===== src/design/comment_blanking_filter_defines.svh =====
// Assertion macros shared by the comment blanking filter RTL.
// Each macro expects signals named clk and arst_n in the including module.
`ifndef COMMENT_BLANKING_FILTER_DEFINES_SVH
`define COMMENT_BLANKING_FILTER_DEFINES_SVH

// Same-cycle implication, checked outside reset.
`define CBF_ASSERT_NOW(lbl, ante, cons, msg) \
	lbl: assert property (@(posedge clk) disable iff (!arst_n) (ante) |-> (cons)) \
		else $error(msg);

// Next-cycle implication, checked outside reset.
`define CBF_ASSERT_NEXT(lbl, ante, cons, msg) \
	lbl: assert property (@(posedge clk) disable iff (!arst_n) (ante) |=> (cons)) \
		else $error(msg);

`endif


===== src/design/cbf_pkg.sv =====
// Package for the comment blanking filter: character codes, mode type and
// the structs passed between the filter modules. No dependencies.
package cbf_pkg;

	localparam logic [7:0] CH_SLASH = 8'h2F;
	localparam logic [7:0] CH_STAR  = 8'h2A;
	localparam logic [7:0] CH_NL    = 8'h0A;
	localparam logic [7:0] CH_SPACE = 8'h20;

	// Depth of the result queue; it must hold at least two entries.
	localparam int FIFO_DEPTH = 4;

	typedef enum logic [1:0] {
		MODE_NORMAL = 2'd0,
		MODE_LINE   = 2'd1,
		MODE_BLOCK  = 2'd2
	} mode_t;

	typedef struct packed {
		logic [7:0] data;
		logic       last;
	} item_t;

	// Up to two output bytes produced by one input byte.
	typedef struct packed {
		logic [1:0]      cnt;
		item_t [1:0]     res;
	} step_t;

endpackage


===== src/design/cbf_if.sv =====
// Valid/ready channel interfaces for the comment blanking filter.
// Depends on nothing; used by the top level and its submodules.
interface cbf_text_if;
	logic       valid;
	logic       ready;
	logic [7:0] text_byte;
	logic       text_end;

	modport source (output valid, output text_byte, output text_end, input ready);
	modport sink (input valid, input text_byte, input text_end, output ready);
endinterface

interface cbf_clean_if;
	logic       valid;
	logic       ready;
	logic [7:0] clean_byte;
	logic       clean_end;

	modport source (output valid, output clean_byte, output clean_end, input ready);
	modport sink (input valid, input clean_byte, input clean_end, output ready);
endinterface


===== src/design/comment_blanking_filter.sv =====
// Top level of the comment blanking filter.
// Depends on cbf_pkg, cbf_if, cbf_in_stage, cbf_step and cbf_out_fifo.
//
// Usage:
// - Input channel text carries one source byte per request (text_byte) and a
//   flag text_end on the final byte of a text. Output channel clean carries
//   the filtered bytes (clean_byte) with clean_end on the last byte of a text.
// - Comment bytes come out as spaces; the output has the same length as the
//   input. A slash, or a star inside a block comment, is held for one byte of
//   lookahead, so one input byte yields zero, one or two output bytes.
// - Path: an accepted byte waits in the input register, is filtered into the
//   result queue once the queue has room, and is offered on clean from there.
// - Throughput: one input byte per cycle while clean is ready. A step that
//   gives two bytes always follows one that held a byte back, so the result
//   queue absorbs the pair and the input side never waits on its own account.
// - When clean stalls, the queue holds up to FifoDepth bytes; text.ready drops
//   once fewer than two free entries remain and the input register is full.
// - Reset (arst_n low) empties the queue and returns to normal text mode with
//   nothing held; no clearing pass is needed.
module comment_blanking_filter #(
	parameter int FifoDepth = cbf_pkg::FIFO_DEPTH
) (
	input  logic        clk,
	input  logic        arst_n,
	cbf_text_if.sink    text,
	cbf_clean_if.source clean
);

	logic           valid_s1;
	cbf_pkg::item_t item_s1;
	cbf_pkg::step_t step;
	logic           room;
	logic           fire;

	assign fire = valid_s1 && room;

	cbf_in_stage u_in_stage (
		.clk      (clk),
		.arst_n   (arst_n),
		.text     (text),
		.take     (fire),
		.valid_s1 (valid_s1),
		.item_s1  (item_s1)
	);

	cbf_step u_step (
		.clk     (clk),
		.arst_n  (arst_n),
		.fire    (fire),
		.item_s1 (item_s1),
		.step    (step)
	);

	cbf_out_fifo #(
		.Depth (FifoDepth)
	) u_out_fifo (
		.clk    (clk),
		.arst_n (arst_n),
		.push   (fire),
		.step   (step),
		.room   (room),
		.clean  (clean)
	);

endmodule


===== src/design/cbf_in_stage.sv =====
// Input register of the comment blanking filter.
// Depends on cbf_pkg and cbf_text_if.
module cbf_in_stage (
	input  logic            clk,
	input  logic            arst_n,
	cbf_text_if.sink        text,
	input  logic            take,
	output logic            valid_s1,
	output cbf_pkg::item_t  item_s1
);

	assign text.ready = !valid_s1 || take;

	always_ff @(posedge clk or negedge arst_n) begin
		if (!arst_n) begin
			valid_s1 <= 1'b0;
		end else if (text.ready) begin
			valid_s1 <= text.valid;
		end
	end

	always_ff @(posedge clk) begin
		if (text.ready && text.valid) begin
			item_s1.data <= text.text_byte;
			item_s1.last <= text.text_end;
		end
	end

endmodule


===== src/design/cbf_step.sv =====
// Comment-mode state and per-byte filtering logic: one input byte gives
// zero, one or two output bytes. Depends on cbf_pkg and the assertion macros.
`include "comment_blanking_filter_defines.svh"

module cbf_step (
	input  logic            clk,
	input  logic            arst_n,
	input  logic            fire,
	input  cbf_pkg::item_t  item_s1,
	output cbf_pkg::step_t  step
);

	cbf_pkg::mode_t mode_q;
	logic           held_q;
	cbf_pkg::mode_t mode_d;
	logic           held_d;

	always_comb begin
		logic [1:0]          n;
		logic                consumed;
		cbf_pkg::item_t [1:0] res;
		logic [7:0]          b;

		b        = item_s1.data;
		n        = 2'd0;
		consumed = 1'b0;
		res      = '0;
		mode_d   = mode_q;
		held_d   = 1'b0;

		if (held_q) begin
			if (mode_q == cbf_pkg::MODE_NORMAL) begin
				if (b == cbf_pkg::CH_SLASH || b == cbf_pkg::CH_STAR) begin
					res[0].data = cbf_pkg::CH_SPACE;
					res[1].data = cbf_pkg::CH_SPACE;
					n           = 2'd2;
					mode_d      = (b == cbf_pkg::CH_SLASH) ? cbf_pkg::MODE_LINE
						: cbf_pkg::MODE_BLOCK;
					consumed    = 1'b1;
				end else begin
					res[0].data = cbf_pkg::CH_SLASH;
					n           = 2'd1;
				end
			end else begin
				if (b == cbf_pkg::CH_SLASH) begin
					res[0].data = cbf_pkg::CH_SPACE;
					res[1].data = cbf_pkg::CH_SPACE;
					n           = 2'd2;
					mode_d      = cbf_pkg::MODE_NORMAL;
					consumed    = 1'b1;
				end else begin
					res[0].data = cbf_pkg::CH_SPACE;
					n           = 2'd1;
				end
			end
		end

		if (!consumed) begin
			unique case (mode_d)
				cbf_pkg::MODE_NORMAL: begin
					if (b == cbf_pkg::CH_SLASH) begin
						held_d = 1'b1;
					end else begin
						res[n[0]].data = b;
						n              = n + 2'd1;
					end
				end
				cbf_pkg::MODE_BLOCK: begin
					if (b == cbf_pkg::CH_STAR) begin
						held_d = 1'b1;
					end else begin
						res[n[0]].data = cbf_pkg::CH_SPACE;
						n              = n + 2'd1;
					end
				end
				default: begin
					// Line comment: the ending newline passes and closes the comment.
					if (b == cbf_pkg::CH_NL) begin
						res[n[0]].data = b;
						mode_d         = cbf_pkg::MODE_NORMAL;
					end else begin
						res[n[0]].data = cbf_pkg::CH_SPACE;
					end
					n = n + 2'd1;
				end
			endcase
		end

		if (item_s1.last) begin
			// End of text flushes a held byte and returns to normal text.
			if (held_d) begin
				res[n[0]].data = (mode_d == cbf_pkg::MODE_NORMAL) ? cbf_pkg::CH_SLASH
					: cbf_pkg::CH_SPACE;
				n              = n + 2'd1;
			end
			held_d = 1'b0;
			mode_d = cbf_pkg::MODE_NORMAL;
			if (n == 2'd2) begin
				res[1].last = 1'b1;
			end else if (n == 2'd1) begin
				res[0].last = 1'b1;
			end
		end

		step.cnt = n;
		step.res = res;
	end

	always_ff @(posedge clk or negedge arst_n) begin
		if (!arst_n) begin
			mode_q <= cbf_pkg::MODE_NORMAL;
			held_q <= 1'b0;
		end else if (fire) begin
			mode_q <= mode_d;
			held_q <= held_d;
		end
	end

	`CBF_ASSERT_NEXT(a_end_resets_mode, fire && item_s1.last,
		mode_q == cbf_pkg::MODE_NORMAL && !held_q, "end of text did not restore normal mode")
	`CBF_ASSERT_NOW(a_end_gives_output, fire && item_s1.last,
		step.cnt != 2'd0, "end of text produced no output byte")
	`CBF_ASSERT_NOW(a_held_mode, held_q,
		mode_q != cbf_pkg::MODE_LINE, "byte held inside a line comment")
	`CBF_ASSERT_NOW(a_count_range, fire,
		step.cnt != 2'd3, "more than two output bytes for one input byte")

endmodule


===== src/design/cbf_out_fifo.sv =====
// Result queue of the comment blanking filter: takes up to two bytes per
// cycle, delivers one while clean is ready. Uses cbf_pkg, cbf_clean_if.
module cbf_out_fifo #(
	parameter int Depth = cbf_pkg::FIFO_DEPTH
) (
	input  logic            clk,
	input  logic            arst_n,
	input  logic            push,
	input  cbf_pkg::step_t  step,
	output logic            room,
	cbf_clean_if.source     clean
);

	localparam int PtrW = (Depth > 1) ? $clog2(Depth) : 1;
	localparam int CntW = $clog2(Depth + 1);
	localparam logic [PtrW-1:0] LastPtr = PtrW'(Depth - 1);

	cbf_pkg::item_t mem_q [Depth];
	logic [PtrW-1:0] wr_ptr_q;
	logic [PtrW-1:0] rd_ptr_q;
	logic [CntW-1:0] count_q;
	logic [PtrW-1:0] wr_ptr_p1;
	logic [PtrW-1:0] wr_ptr_p2;
	logic [PtrW-1:0] rd_ptr_p1;
	logic [1:0]      push_cnt;
	logic            pop;

	function automatic logic [PtrW-1:0] ptr_inc(input logic [PtrW-1:0] p);
		return (p == LastPtr) ? '0 : p + PtrW'(1);
	endfunction

	assign wr_ptr_p1 = ptr_inc(wr_ptr_q);
	assign wr_ptr_p2 = ptr_inc(wr_ptr_p1);
	assign rd_ptr_p1 = ptr_inc(rd_ptr_q);
	assign push_cnt  = push ? step.cnt : 2'd0;
	assign pop       = clean.valid && clean.ready;
	assign room      = count_q <= CntW'(Depth - 2);

	assign clean.valid      = count_q != '0;
	assign clean.clean_byte = mem_q[rd_ptr_q].data;
	assign clean.clean_end  = mem_q[rd_ptr_q].last;

	always_ff @(posedge clk) begin
		if (push_cnt != 2'd0) begin
			mem_q[wr_ptr_q] <= step.res[0];
		end
		if (push_cnt == 2'd2) begin
			mem_q[wr_ptr_p1] <= step.res[1];
		end
	end

	always_ff @(posedge clk or negedge arst_n) begin
		if (!arst_n) begin
			wr_ptr_q <= '0;
			rd_ptr_q <= '0;
			count_q  <= '0;
		end else begin
			unique case (push_cnt)
				2'd1:    wr_ptr_q <= wr_ptr_p1;
				2'd2:    wr_ptr_q <= wr_ptr_p2;
				default: wr_ptr_q <= wr_ptr_q;
			endcase
			if (pop) begin
				rd_ptr_q <= rd_ptr_p1;
			end
			count_q <= count_q + CntW'(push_cnt) - CntW'(pop);
		end
	end

endmodule

===== src/flat_wrapper.sv =====
// flat-port wrapper written by rule: the top's interface ports become plain ports
module comment_blanking_filter_flat 
#(
	parameter int FifoDepth = cbf_pkg::FIFO_DEPTH
)
  (clk, arst_n, text_valid, text_text_byte, text_text_end, text_ready, clean_valid, clean_clean_byte, clean_clean_end, clean_ready);
  cbf_text_if text_i ();
  cbf_clean_if clean_i ();
  input  logic clk;
  input  logic arst_n;
  input wire logic [$bits(text_i.valid)-1:0] text_valid;
  input wire logic [$bits(text_i.text_byte)-1:0] text_text_byte;
  input wire logic [$bits(text_i.text_end)-1:0] text_text_end;
  output wire logic [$bits(text_i.ready)-1:0] text_ready;
  output wire logic [$bits(clean_i.valid)-1:0] clean_valid;
  output wire logic [$bits(clean_i.clean_byte)-1:0] clean_clean_byte;
  output wire logic [$bits(clean_i.clean_end)-1:0] clean_clean_end;
  input wire logic [$bits(clean_i.ready)-1:0] clean_ready;
  assign text_i.valid = text_valid;
  assign text_i.text_byte = text_text_byte;
  assign text_i.text_end = text_text_end;
  assign text_ready = text_i.ready;
  assign clean_valid = clean_i.valid;
  assign clean_clean_byte = clean_i.clean_byte;
  assign clean_clean_end = clean_i.clean_end;
  assign clean_i.ready = clean_ready;
  comment_blanking_filter #(.FifoDepth(FifoDepth)) u_core (.clk(clk), .arst_n(arst_n), .text(text_i), .clean(clean_i));
endmodule

===== config.mk =====
export PLATFORM = sky130hd
export DESIGN_NAME = comment_blanking_filter_flat
export DESIGN_NICKNAME = d
export VERILOG_FILES = /design/src/design/cbf_pkg.sv /design/src/design/cbf_if.sv /design/src/design/comment_blanking_filter.sv /design/src/design/cbf_in_stage.sv /design/src/design/cbf_step.sv /design/src/design/cbf_out_fifo.sv /design/src/flat_wrapper.sv
export VERILOG_INCLUDE_DIRS = /design/src /design/src/design
export SDC_FILE = /design/constraint.sdc
export NUM_CORES = 1
export LEC_CHECK = 0
export BUFFER_PORTS_ARGS = -buffer_cell sky130_fd_sc_hd__buf_2
export CORE_MARGIN = 2
export CORE_UTILIZATION = 60
export DETAILED_ROUTE_END_ITERATION = 16
export PLACE_DENSITY = 0.79
export SLEW_MARGIN = 20
export SYNTH_ARGS = -nofsm -noshare
export SYNTH_HDL_FRONTEND = slang
export SYNTH_SLANG_ARGS = --single-unit

===== constraint.sdc =====
create_clock -name clk -period 6.7 [get_ports clk]
set_input_delay 1.005 -clock clk [delete_from_list [all_inputs] [get_ports clk]]
set_output_delay 1.005 -clock clk [all_outputs]
set_load 0.05 [all_outputs]

* Yosys cells after proc, flatten, opt, wreduce, memory -nomap -nowiden *
Memory sizes are Yosys's and may differ from the RTL's.
Index checks and enable logic that the tools add are counted.

storage, ports and cells
  bits in registers = 20
  RAM bits = 36
  bits of input ports = 13
  output and inout bits = 11
  logic and storage cells = 109
  memories = 1

memories
  memory                   depth  width  rd ports  clocked after memory_dff  wr ports  RTL line            text
  u_core.u_out_fifo.mem_q  4      9      1         0                         2         cbf_out_fifo.sv:18  cbf_pkg::item_t mem_q [Depth];

cells by class
  add/subtract/negate cells = 7
  magnitude comparators = 5
  equal/unequal tests = 11
  multiplexer cells = 62
  reductions and logical operators = 15

operators with widths
  cell                   number
  $mux W18               6
  $bwmux W18             3
  $mux W2                23
  $pmux W18 S2           1
  $mux W8                4
  $demux W9 S1           2
  $mux W9                2
  $eq A8 B6 Y1 const B   2
  $mux W1                14
  $eq A2 B2 Y1 const B   6
  $mux W6                2
  $add A2 B1 Y2 const B  5
  $eq A8 B4 Y1 const B   1
  $mux W4                2
  $pmux W2 S2            2
  $logic_not A2 Y1       3
  $logic_and A1 B1 Y1    5
  $eq A2 B1 Y1 const B   2
  $lt A1 B2 Y1 const B   2
  $reduce_bool A2 Y1     2
  $add A3 B2 Y3          1
  $le A3 B2 Y1 const B   1
  $reduce_bool A3 Y1     1
  $sub A3 B1 Y3          1
  5 further kinds        7

* Logic depth before layout (Yosys ltp) *
Gate-level depths: netlist of run 1.

  word-level depth = 18
  depth in mapped cells = 15
  depth with buffers taken out = 11

* Hierarchy *
From an unflattened synthesis of run 1, not the netlist that was laid out.

unflattened totals
  cells, all modules = 281
  area total of the unflattened synthesis = 3474.6 um2

by module, submodules not included
  module                   times used  cells an instance  area each (um2)  sequential area each (um2)
  cbf_out_fifo             1           141                2303.5           1256.2
  cbf_step                 1           126                840.8            75.1
  cbf_in_stage             1           13                 324.1            295.3
  comment_blanking_filter  1           1                  6.3              0.0

* Worst setup path before layout of run 1 *
No wires, ideal clock.

  path type = register to register
  start point = reg u_core.u_in_stage.item_s1[8] (netlist name)
  end point = mem u_core.u_out_fifo.mem_q[0][0] (netlist name), enable pin
  setup time = 0.387 ns
  arrival = 3.258 ns
  data required time = 6.313 ns
  slack = 3.054 ns
  cell stages (with the launch flop) = 14
  path buffers = 3
  period minus slack after synthesis = 3.646 ns
  cells stage by stage = edfxtp_1 -> nor4b_2 -> buf_2 -> nand3_1 -> or2_2 -> ha_1 -> a21oi_1 -> or2_1 -> a31oi_1 -> ha_1 -> clkbuf_1 -> nand2_1 -> buf_2 -> o21ai_0

RTL lines
  item              RTL line
  end: declaration  cbf_out_fifo.sv:18

==> flow_summary.json, run 1 <==
{
  "status": "finished, final reports clean",
  "dp_cells": 398,
  "drt_iter0_markers": 423,
  "num_vias": 2613,
  "crit_family": "simple AND/OR/NAND/NOR gates",
  "cts_setup_buffers": 0,
  "synth-seq-cells": 56,
  "routedWlPerCell_um": 19.4,
  "core_area_um2": 5610,
  "syn_to_final_growth_pct": 4.98,
  "drc_errors": 0,
  "final_cell_mix": "a21oi_1, edfxtp_1, buf_2",
  "rows": 27,
  "cts_resized": 0,
  "final_antenna_net_count": 0,
  "die_w_um": 80.8,
  "fin_setup_tns_ns": 0,
  "maxCapViolations": 0,
  "fin_nets": 362,
  "hold_start": "u_core.u_out_fifo.count_q[0]",
  "syn_area_per_cell_um2": 10.8,
  "grt_max_degree": 24,
  "hold_buffers": 0,
  "finalClockSkew_ns": 0.00874,
  "wirelength_mm": 7.90,
  "yosysSeqAreaShare": 0.460,
  "synth_warnings": 0,
  "place.gp.congestion": 0.984,
  "critPathLaunchType": "register",
  "path_class": "reg -> reg",
  "vias_per_cell": 6.42,
  "slew_violations": 0,
  "antenna_cells": 0,
  "final_common_cell": "a21oi_1",
  "crit_path_cell_trace": "or3_1 > o21a_1 > or2_2 > ha_1 > a21oi_1 > or2_1 > a31oi_1 > ha_1 > nand2_1 > o21ai_1",
  "synthArstFlopShare": 0.196,
  "setup_viol": 0,
  "fin_ws_ns": 2.64,
  "fp.dieH_um": 80.8,
  "initial_core_util": 0.631,
  "cts_buffers": 5,
  "max_freq_mhz": 246,
  "ys_types": 59,
  "synth-edff-count": 45,
  "dr.pass1.iters": 5,
  "yosys-top-cells-area": "edfxtp_1, dfrtp_1, a21oi_1",
  "fp.dieArea_um2": 6530,
  "hpwl_mm": 5.95,
  "cts_max_level": 2,
  "min_path_type": "reg -> reg",
  "path_buf_inv": 0,
  "worstPathRequired_ns": 6.64,
  "cellPowerDensity_nw_per_um2": 363,
  "cts_tree": "yes",
  "grt.overflow.total": 0,
  "insertion_delay_ns": 0.31,
  "cts_sinks": 56,
  "p_total_w": 0.00135,
  "regArea_um2": 1630,
  "antenna_found_initial": 0,
  "r2r-start": "u_core.u_in_stage.item_s1[3]",
  "synth_ff_type": "edfxtp_1",
  "worstPathMaxFanout": 18,
  "synth_cells": 327,
  "syn_area_um2": 3540,
  "worst_slew_pin_slew_ns": 0.800,
  "period_share": 0.606,
  "cp.arrival_ns": 4.00,
  "multi_input_area_um2": 1720,
  "maxSlewHeadroom": 0.467,
  "grt_usage": 0.266,
  "peakVddDrop_mv": 0.279,
  "grt_pass1_vias": 2445,
  "synth_top_area_frac": 0.382,
  "fillCellCount": 471,
  "synth_nets": 355,
  "hold_violations": 0,
  "portBuffers": 23,
  "critPathLaunch": "u_core.u_in_stage.item_s1[3]",
  "cp_common_cell": "ha_1",
  "cts_buffer_depth": 2,
  "cp-end-kind": "register",
  "rsz0062_at_grt": "false",
  "drive_gt1_frac": 0.161,
  "clk_pin_slew_worst_paths_ns": 0.09,
  "critPathSlowestCell": "edfxtp_1",
  "grt_pass1_wl_mm": 12.7,
  "max_stage_delay_ns": 0.64,
  "io_pins": 24,
  "synth_area_leader_cell": "edfxtp_1",
  "place_ws_ns": 2.53,
  "final_cells": 407,
  "leakagePower_nw": 1.41,
  "clockRootBuffer": "clkbuf_8",
  "min_period_ns": 4.06
}
## path summary, 6_finish.rpt
check                                           endpoint  slack, ns  depth (start not counted)
max                        u_core.u_out_fifo.mem_q[1][3]       2.64                         10
min                         u_core.u_out_fifo.count_q[0]       0.54                          1
max reg2reg                u_core.u_out_fifo.mem_q[1][3]       2.64                         10
min reg2reg                 u_core.u_out_fifo.count_q[0]       0.54                          1
max in group asynchronous        u_core.u_step.mode_q[1]       5.94                          1
min in group asynchronous  u_core.u_out_fifo.rd_ptr_q[0]       0.55                          1
## registers in the layout, summed over array words and instances (netlist names)
signal	cells
u_core.u_in_stage.item_s1	9
u_core.u_in_stage.valid_s1	1
u_core.u_out_fifo.count_q	3
u_core.u_out_fifo.mem_q	36
u_core.u_out_fifo.rd_ptr_q	2
u_core.u_out_fifo.wr_ptr_q	2
u_core.u_step.held_q	1
u_core.u_step.mode_q	2
## kinds of logic (layout without fill, tap and decap cells)
group / after synthesis / in the layout / share of synthesized area
AO/OA/AOI/OAI: 100 / 100 / 0.175
XOR/XNOR: 4 / 4 / 0.00990
adder cells (fa/ha/maj): 15 / 15 / 0.0551
buffers and inverters: 41 / 49 / 0.0534
flip-flops: 56 / 56 / 0.460
multiplexers: 27 / 27 / 0.109
AND/OR/NAND/NOR: 84 / 84 / 0.138
## per-layer routing
| metal | vias up | wire length [um] | track usage |
|---|---|---|---|
| met2 | 131 | 3930 | 0.441 |
| met1 | 1224 | 3280 | 0.367 |
| met5 | - | 0 | 0 |
| met3 | 16 | 522 | 0.0389 |
| met4 | 0 | 175 | 0.0746 |
| li1 | 1242 | - | - |
## metrics by stage
stage                     instance area [um2]   util  hold WS, ns
after floorplan                          3540      -        0.494
after CTS                                3710  0.661        0.546
after detailed placement                 3620  0.646        0.524
after global routing                     3720  0.663        0.558
final                                    3720  0.663        0.542
after global placement                   3620  0.646        0.510
## worst reg2reg max path, cell delays in order, from the launching register on
cell and delay [ns]:
edfxtp_1 0.64, or3_1 0.48, o21a_1 0.19, or2_2 0.31
ha_1 0.33, a21oi_1 0.07, or2_1 0.25, a31oi_1 0.14
ha_1 0.39, nand2_1 0.37, o21ai_1 0.55
## synth_stat cells (2+ instances only)
| master | instances |
|---|---|
| a21oi_1 | 48 |
| edfxtp_1 | 45 |
| o21ai_0 | 21 |
| nand2_1 | 19 |
| mux2i_1 | 17 |
| inv_1 | 16 |
| nand3_1 | 16 |
| ha_1 | 14 |
| dfrtp_1 | 11 |
| nor2_1 | 11 |
| buf_2 | 10 |
| clkbuf_1 | 9 |
| mux4_2 | 9 |
| and2_1 | 8 |
| o22ai_1 | 6 |
| nand2b_1 | 5 |
| nor3_1 | 5 |
| a31oi_1 | 3 |
| buf_1 | 3 |
| buf_6 | 3 |
| nand4_1 | 3 |
| o31ai_1 | 3 |
| nor4_4 | 2 |
| o2bb2ai_1 | 2 |
| or3_1 | 2 |
| xnor2_1 | 2 |
| xor2_1 | 2 |
## final cells by class
type / count / area share
clock buffer: 7 / 0.0205
clock inverter: 1 / 0.00236
inverter: 16 / 0.0162
multi-input combinational: 230 / 0.464
sequential: 56 / 0.438
tap: 72 / 0.0242
timing repair buffer: 25 / 0.0350
## power breakdown
| part | leakage (nW) | total, W | internal [W] | switching, W |
|---|---|---|---|---|
| sequential | 0.547 | 0.000582 | 0.000483 | 0.0000991 |
| combinational | 0.825 | 0.000586 | 0.000207 | 0.000379 |
| clock | 0.0424 | 0.000180 | 0.0000750 | 0.000105 |
Note: power is estimated with default switching activity, not from simulation.
==> run 2, diff against run 1 <==
--- a/config.mk
+++ b/config.mk
@@ -6,6 +6,7 @@
 export SDC_FILE = /design/constraint.sdc
 export NUM_CORES = 1
 export LEC_CHECK = 0
+export ABC_AREA = 1
 export BUFFER_PORTS_ARGS = -buffer_cell sky130_fd_sc_hd__buf_2
 export CORE_MARGIN = 2
 export CORE_UTILIZATION = 60
==> constraint.sdc (replaced) <==
create_clock -name clk -period 4.1 [get_ports clk]
set_input_delay 0.615 -clock clk [delete_from_list [all_inputs] [get_ports clk]]
set_output_delay 0.615 -clock clk [all_outputs]
set_load 0.05 [all_outputs]
==> run 2 against run 1 <==
Global-route usage fell by 1.9 points. Largest power group unchanged. Via count is 7.3% higher. Register-to-register slack got worse by 2.1 ns. Critical endpoint is now u_core.u_out_fifo.mem_q[0][0]. Largest cell class is now sequential cells. Non-clock buffer count up 4. Final cell count is 23% higher. Synthesized cell count rose by 22%. Clock power up 75%.
==> flow_summary.json, run 2 <==
{
  "rsz0062_at_grt": "false",
  "worst_slew_pin_slew_ns": 0.781,
  "postPlaceCellArea_um2": 3580,
  "cts_buffers": 5,
  "clockRootBuffer": "clkbuf_8",
  "largest_reg_flops": 36,
  "path_buf_inv": 4,
  "final_common_cell": "nand2_1",
  "grt.overflow.total": 0,
  "syn_area_per_cell_um2": 8.44,
  "syn_area_um2": 3360,
  "ys_types": 31,
  "hold_violations": 0,
  "cp-end-kind": "register",
  "drt_iter0_markers": 337,
  "synth_area_leader_cell": "edfxtp_1",
  "hpwl_mm": 5.49,
  "place.gp.congestion": 0.982,
  "synth-seq-cells": 56,
  "syn_to_final_growth_pct": 9.38,
  "synth_ff_type": "edfxtp_1",
  "critPathLaunchType": "register",
  "maxSlewHeadroom": 0.476,
  "routedWlPerCell_um": 14.1,
  "multi_input_area_um2": 1520,
  "drive_gt1_frac": 0.164,
  "synthArstFlopShare": 0.196,
  "finalClockSkew_ns": 0.0121,
  "regMostFlops": "u_core.u_out_fifo.mem_q",
  "reg_top3": "u_core.u_out_fifo.mem_q: 36 flops, u_core.u_in_stage.item_s1: 9 flops, u_core.u_out_fifo.count_q: 3 flops",
  "synth_commonest_cells": "nand2_1, edfxtp_1, o21ai_0",
  "final_cell_mix": "nand2_1, edfxtp_1, o21ai_0",
  "synth-edff-count": 45,
  "hold_buffers": 0,
  "antenna_cells": 0,
  "max_stage_delay_ns": 0.45,
  "fin_nets": 454,
  "initial_core_util": 0.614,
  "cts_setup_buffers": 0,
  "grt_max_degree": 22,
  "drc_errors": 0,
  "period_share": 0.867,
  "peakVddDrop_mv": 0.428,
  "worstPathMaxFanout": 7,
  "rows": 27,
  "synth_most_common_cell": "nand2_1",
  "min_period_ns": 3.55,
  "die_w_um": 78.8,
  "fp.dieArea_um2": 6220,
  "final_antenna_net_count": 0,
  "yosys-top-cells-area": "edfxtp_1, nand2_1, dfrtp_1",
  "antenna_found_initial": 0,
  "wirelength_mm": 7.02,
  "synth_warnings": 0,
  "grt_pass1_wl_mm": 12.0,
  "crit_family": "simple AND/OR/NAND/NOR gates",
  "clk_pin_slew_worst_paths_ns": 0.11,
  "core_area_um2": 5470,
  "io_pins": 24,
  "cp.arrival_ns": 3.59,
  "critPathSlowestCell": "edfxtp_1",
  "worstPathRequired_ns": 4.13,
  "cts_resized": 0,
  "fin_setup_tns_ns": 0,
  "path_class": "reg -> reg",
  "regArea_um2": 1630,
  "max_freq_mhz": 281,
  "synth_nets": 426,
  "cts_tree": "yes",
  "cellPowerDensity_nw_per_um2": 643,
  "status": "finished, final reports clean",
  "insertion_delay_ns": 0.32,
  "cts_max_level": 2,
  "grt_pass1_vias": 2548,
  "setup_viol": 0,
  "synth_top_area_frac": 0.402,
  "grt_usage": 0.247,
  "yosysSeqAreaShare": 0.484,
  "final_area_um2": 3680,
  "cts_buffer_depth": 2,
  "min_path_type": "in -> async",
  "fillCellCount": 446,
  "vias_per_cell": 5.62,
  "dr.pass1.iters": 5,
  "cts_sinks": 56,
  "slew_violations": 0,
  "leakagePower_nw": 1.66,
  "portBuffers": 23,
  "synth_cells": 398,
  "fp.dieH_um": 78.8,
  "num_vias": 2805,
  "crit_path_cell_trace": "nor2_1 > nand3_1 > nor2_1 > nor2_2 > nor2_4 > ha_1 > inv_1 > nand2_1 > o21ai_0 > nand3_1 > nand3_1 > nand2_1 > o21ai_0 > inv_1 > nand2_1 > inv_1 > ha_1 > nand2_1 > inv_1 > nand3_1 > o21ai_0",
  "timing.hold.ws_ns": 0.149,
  "maxCapViolations": 0
}
[run 2: cell types whose count changed after synthesis, sizes merged, moves of 8 or more]
cell and change:
mux4 -9, inv +32, buf -15, mux2i -17, and2 -8, a21oi -44, o21ai +33, nand2 +99
nor2 +32
[run 2: layout make-up]
class	count	area share
Sequential cell	56	0.442
Multi-Input combinational cell	285	0.413
Inverter	49	0.0500
Timing Repair Buffer	29	0.0436
Tap cell	72	0.0245
Clock buffer	5	0.0187
Clock inverter	3	0.00749
[run 2: report_power, final]
part | leakage [nW] | switching, W | internal, W
sequential | 0.550 | 0.000115 | 0.000832
combinational | 1.06 | 0.000793 | 0.000309
clock | 0.0463 | 0.000189 | 0.000126
[run 2: layer usage]
metal,vias up,GRT usage,wire length [um]
met1,1301,0.347,3160
met2,115,0.409,3270
li1,1377,-,-
met3,12,0.0307,459
met5,-,0,0
met4,0,0.0690,132
[run 2: logic make-up (layout without fill, tap and decap cells)]
group,Yosys count,after routing,share of synthesized area
simple gates,191,191,0.261
buf+inv,57,86,0.0640
fa+ha+maj,15,15,0.0581
compound gates,75,75,0.122
xor+xnor,4,4,0.0104
flops,56,56,0.484
[run 2: worst paths after layout]
| check | startpoint | to | slack [ns] | depth (start not counted) |
|---|---|---|---|---|
| worst max-delay path | u_core.u_in_stage.item_s1[8] | u_core.u_out_fifo.mem_q[0][0] | 0.55 | 21 |
| worst min register to register | u_core.u_out_fifo.count_q[0] | u_core.u_out_fifo.count_q[0] | 0.56 | 1 |
| max in group asynchronous | arst_n | u_core.u_out_fifo.rd_ptr_q[1] | 3.72 | 1 |
| worst max register to register | u_core.u_in_stage.item_s1[8] | u_core.u_out_fifo.mem_q[0][0] | 0.55 | 21 |
| worst min-delay path | arst_n | u_core.u_in_stage.valid_s1 | 0.15 | 1 |
| min in group clk | text_text_end | u_core.u_in_stage.item_s1[0] | 0.46 | 1 |
[run 2: through the flow]
| stage | power (W) | worst slack (ns) | std cells | util |
|---|---|---|---|---|
| 2_1_floorplan | 0.00178 | 0.667 | 398 | - |
| 3_3_place_gp | 0.00203 | 0.474 | 491 | 0.654 |
| 3_5_place_dp | 0.00206 | 0.369 | 491 | 0.654 |
| 4_1_cts | 0.00237 | 0.358 | 499 | 0.672 |
| 5_1_grt | 0.00254 | 0.144 | 499 | 0.672 |
| 6_report | 0.00236 | 0.547 | 499 | 0.672 |
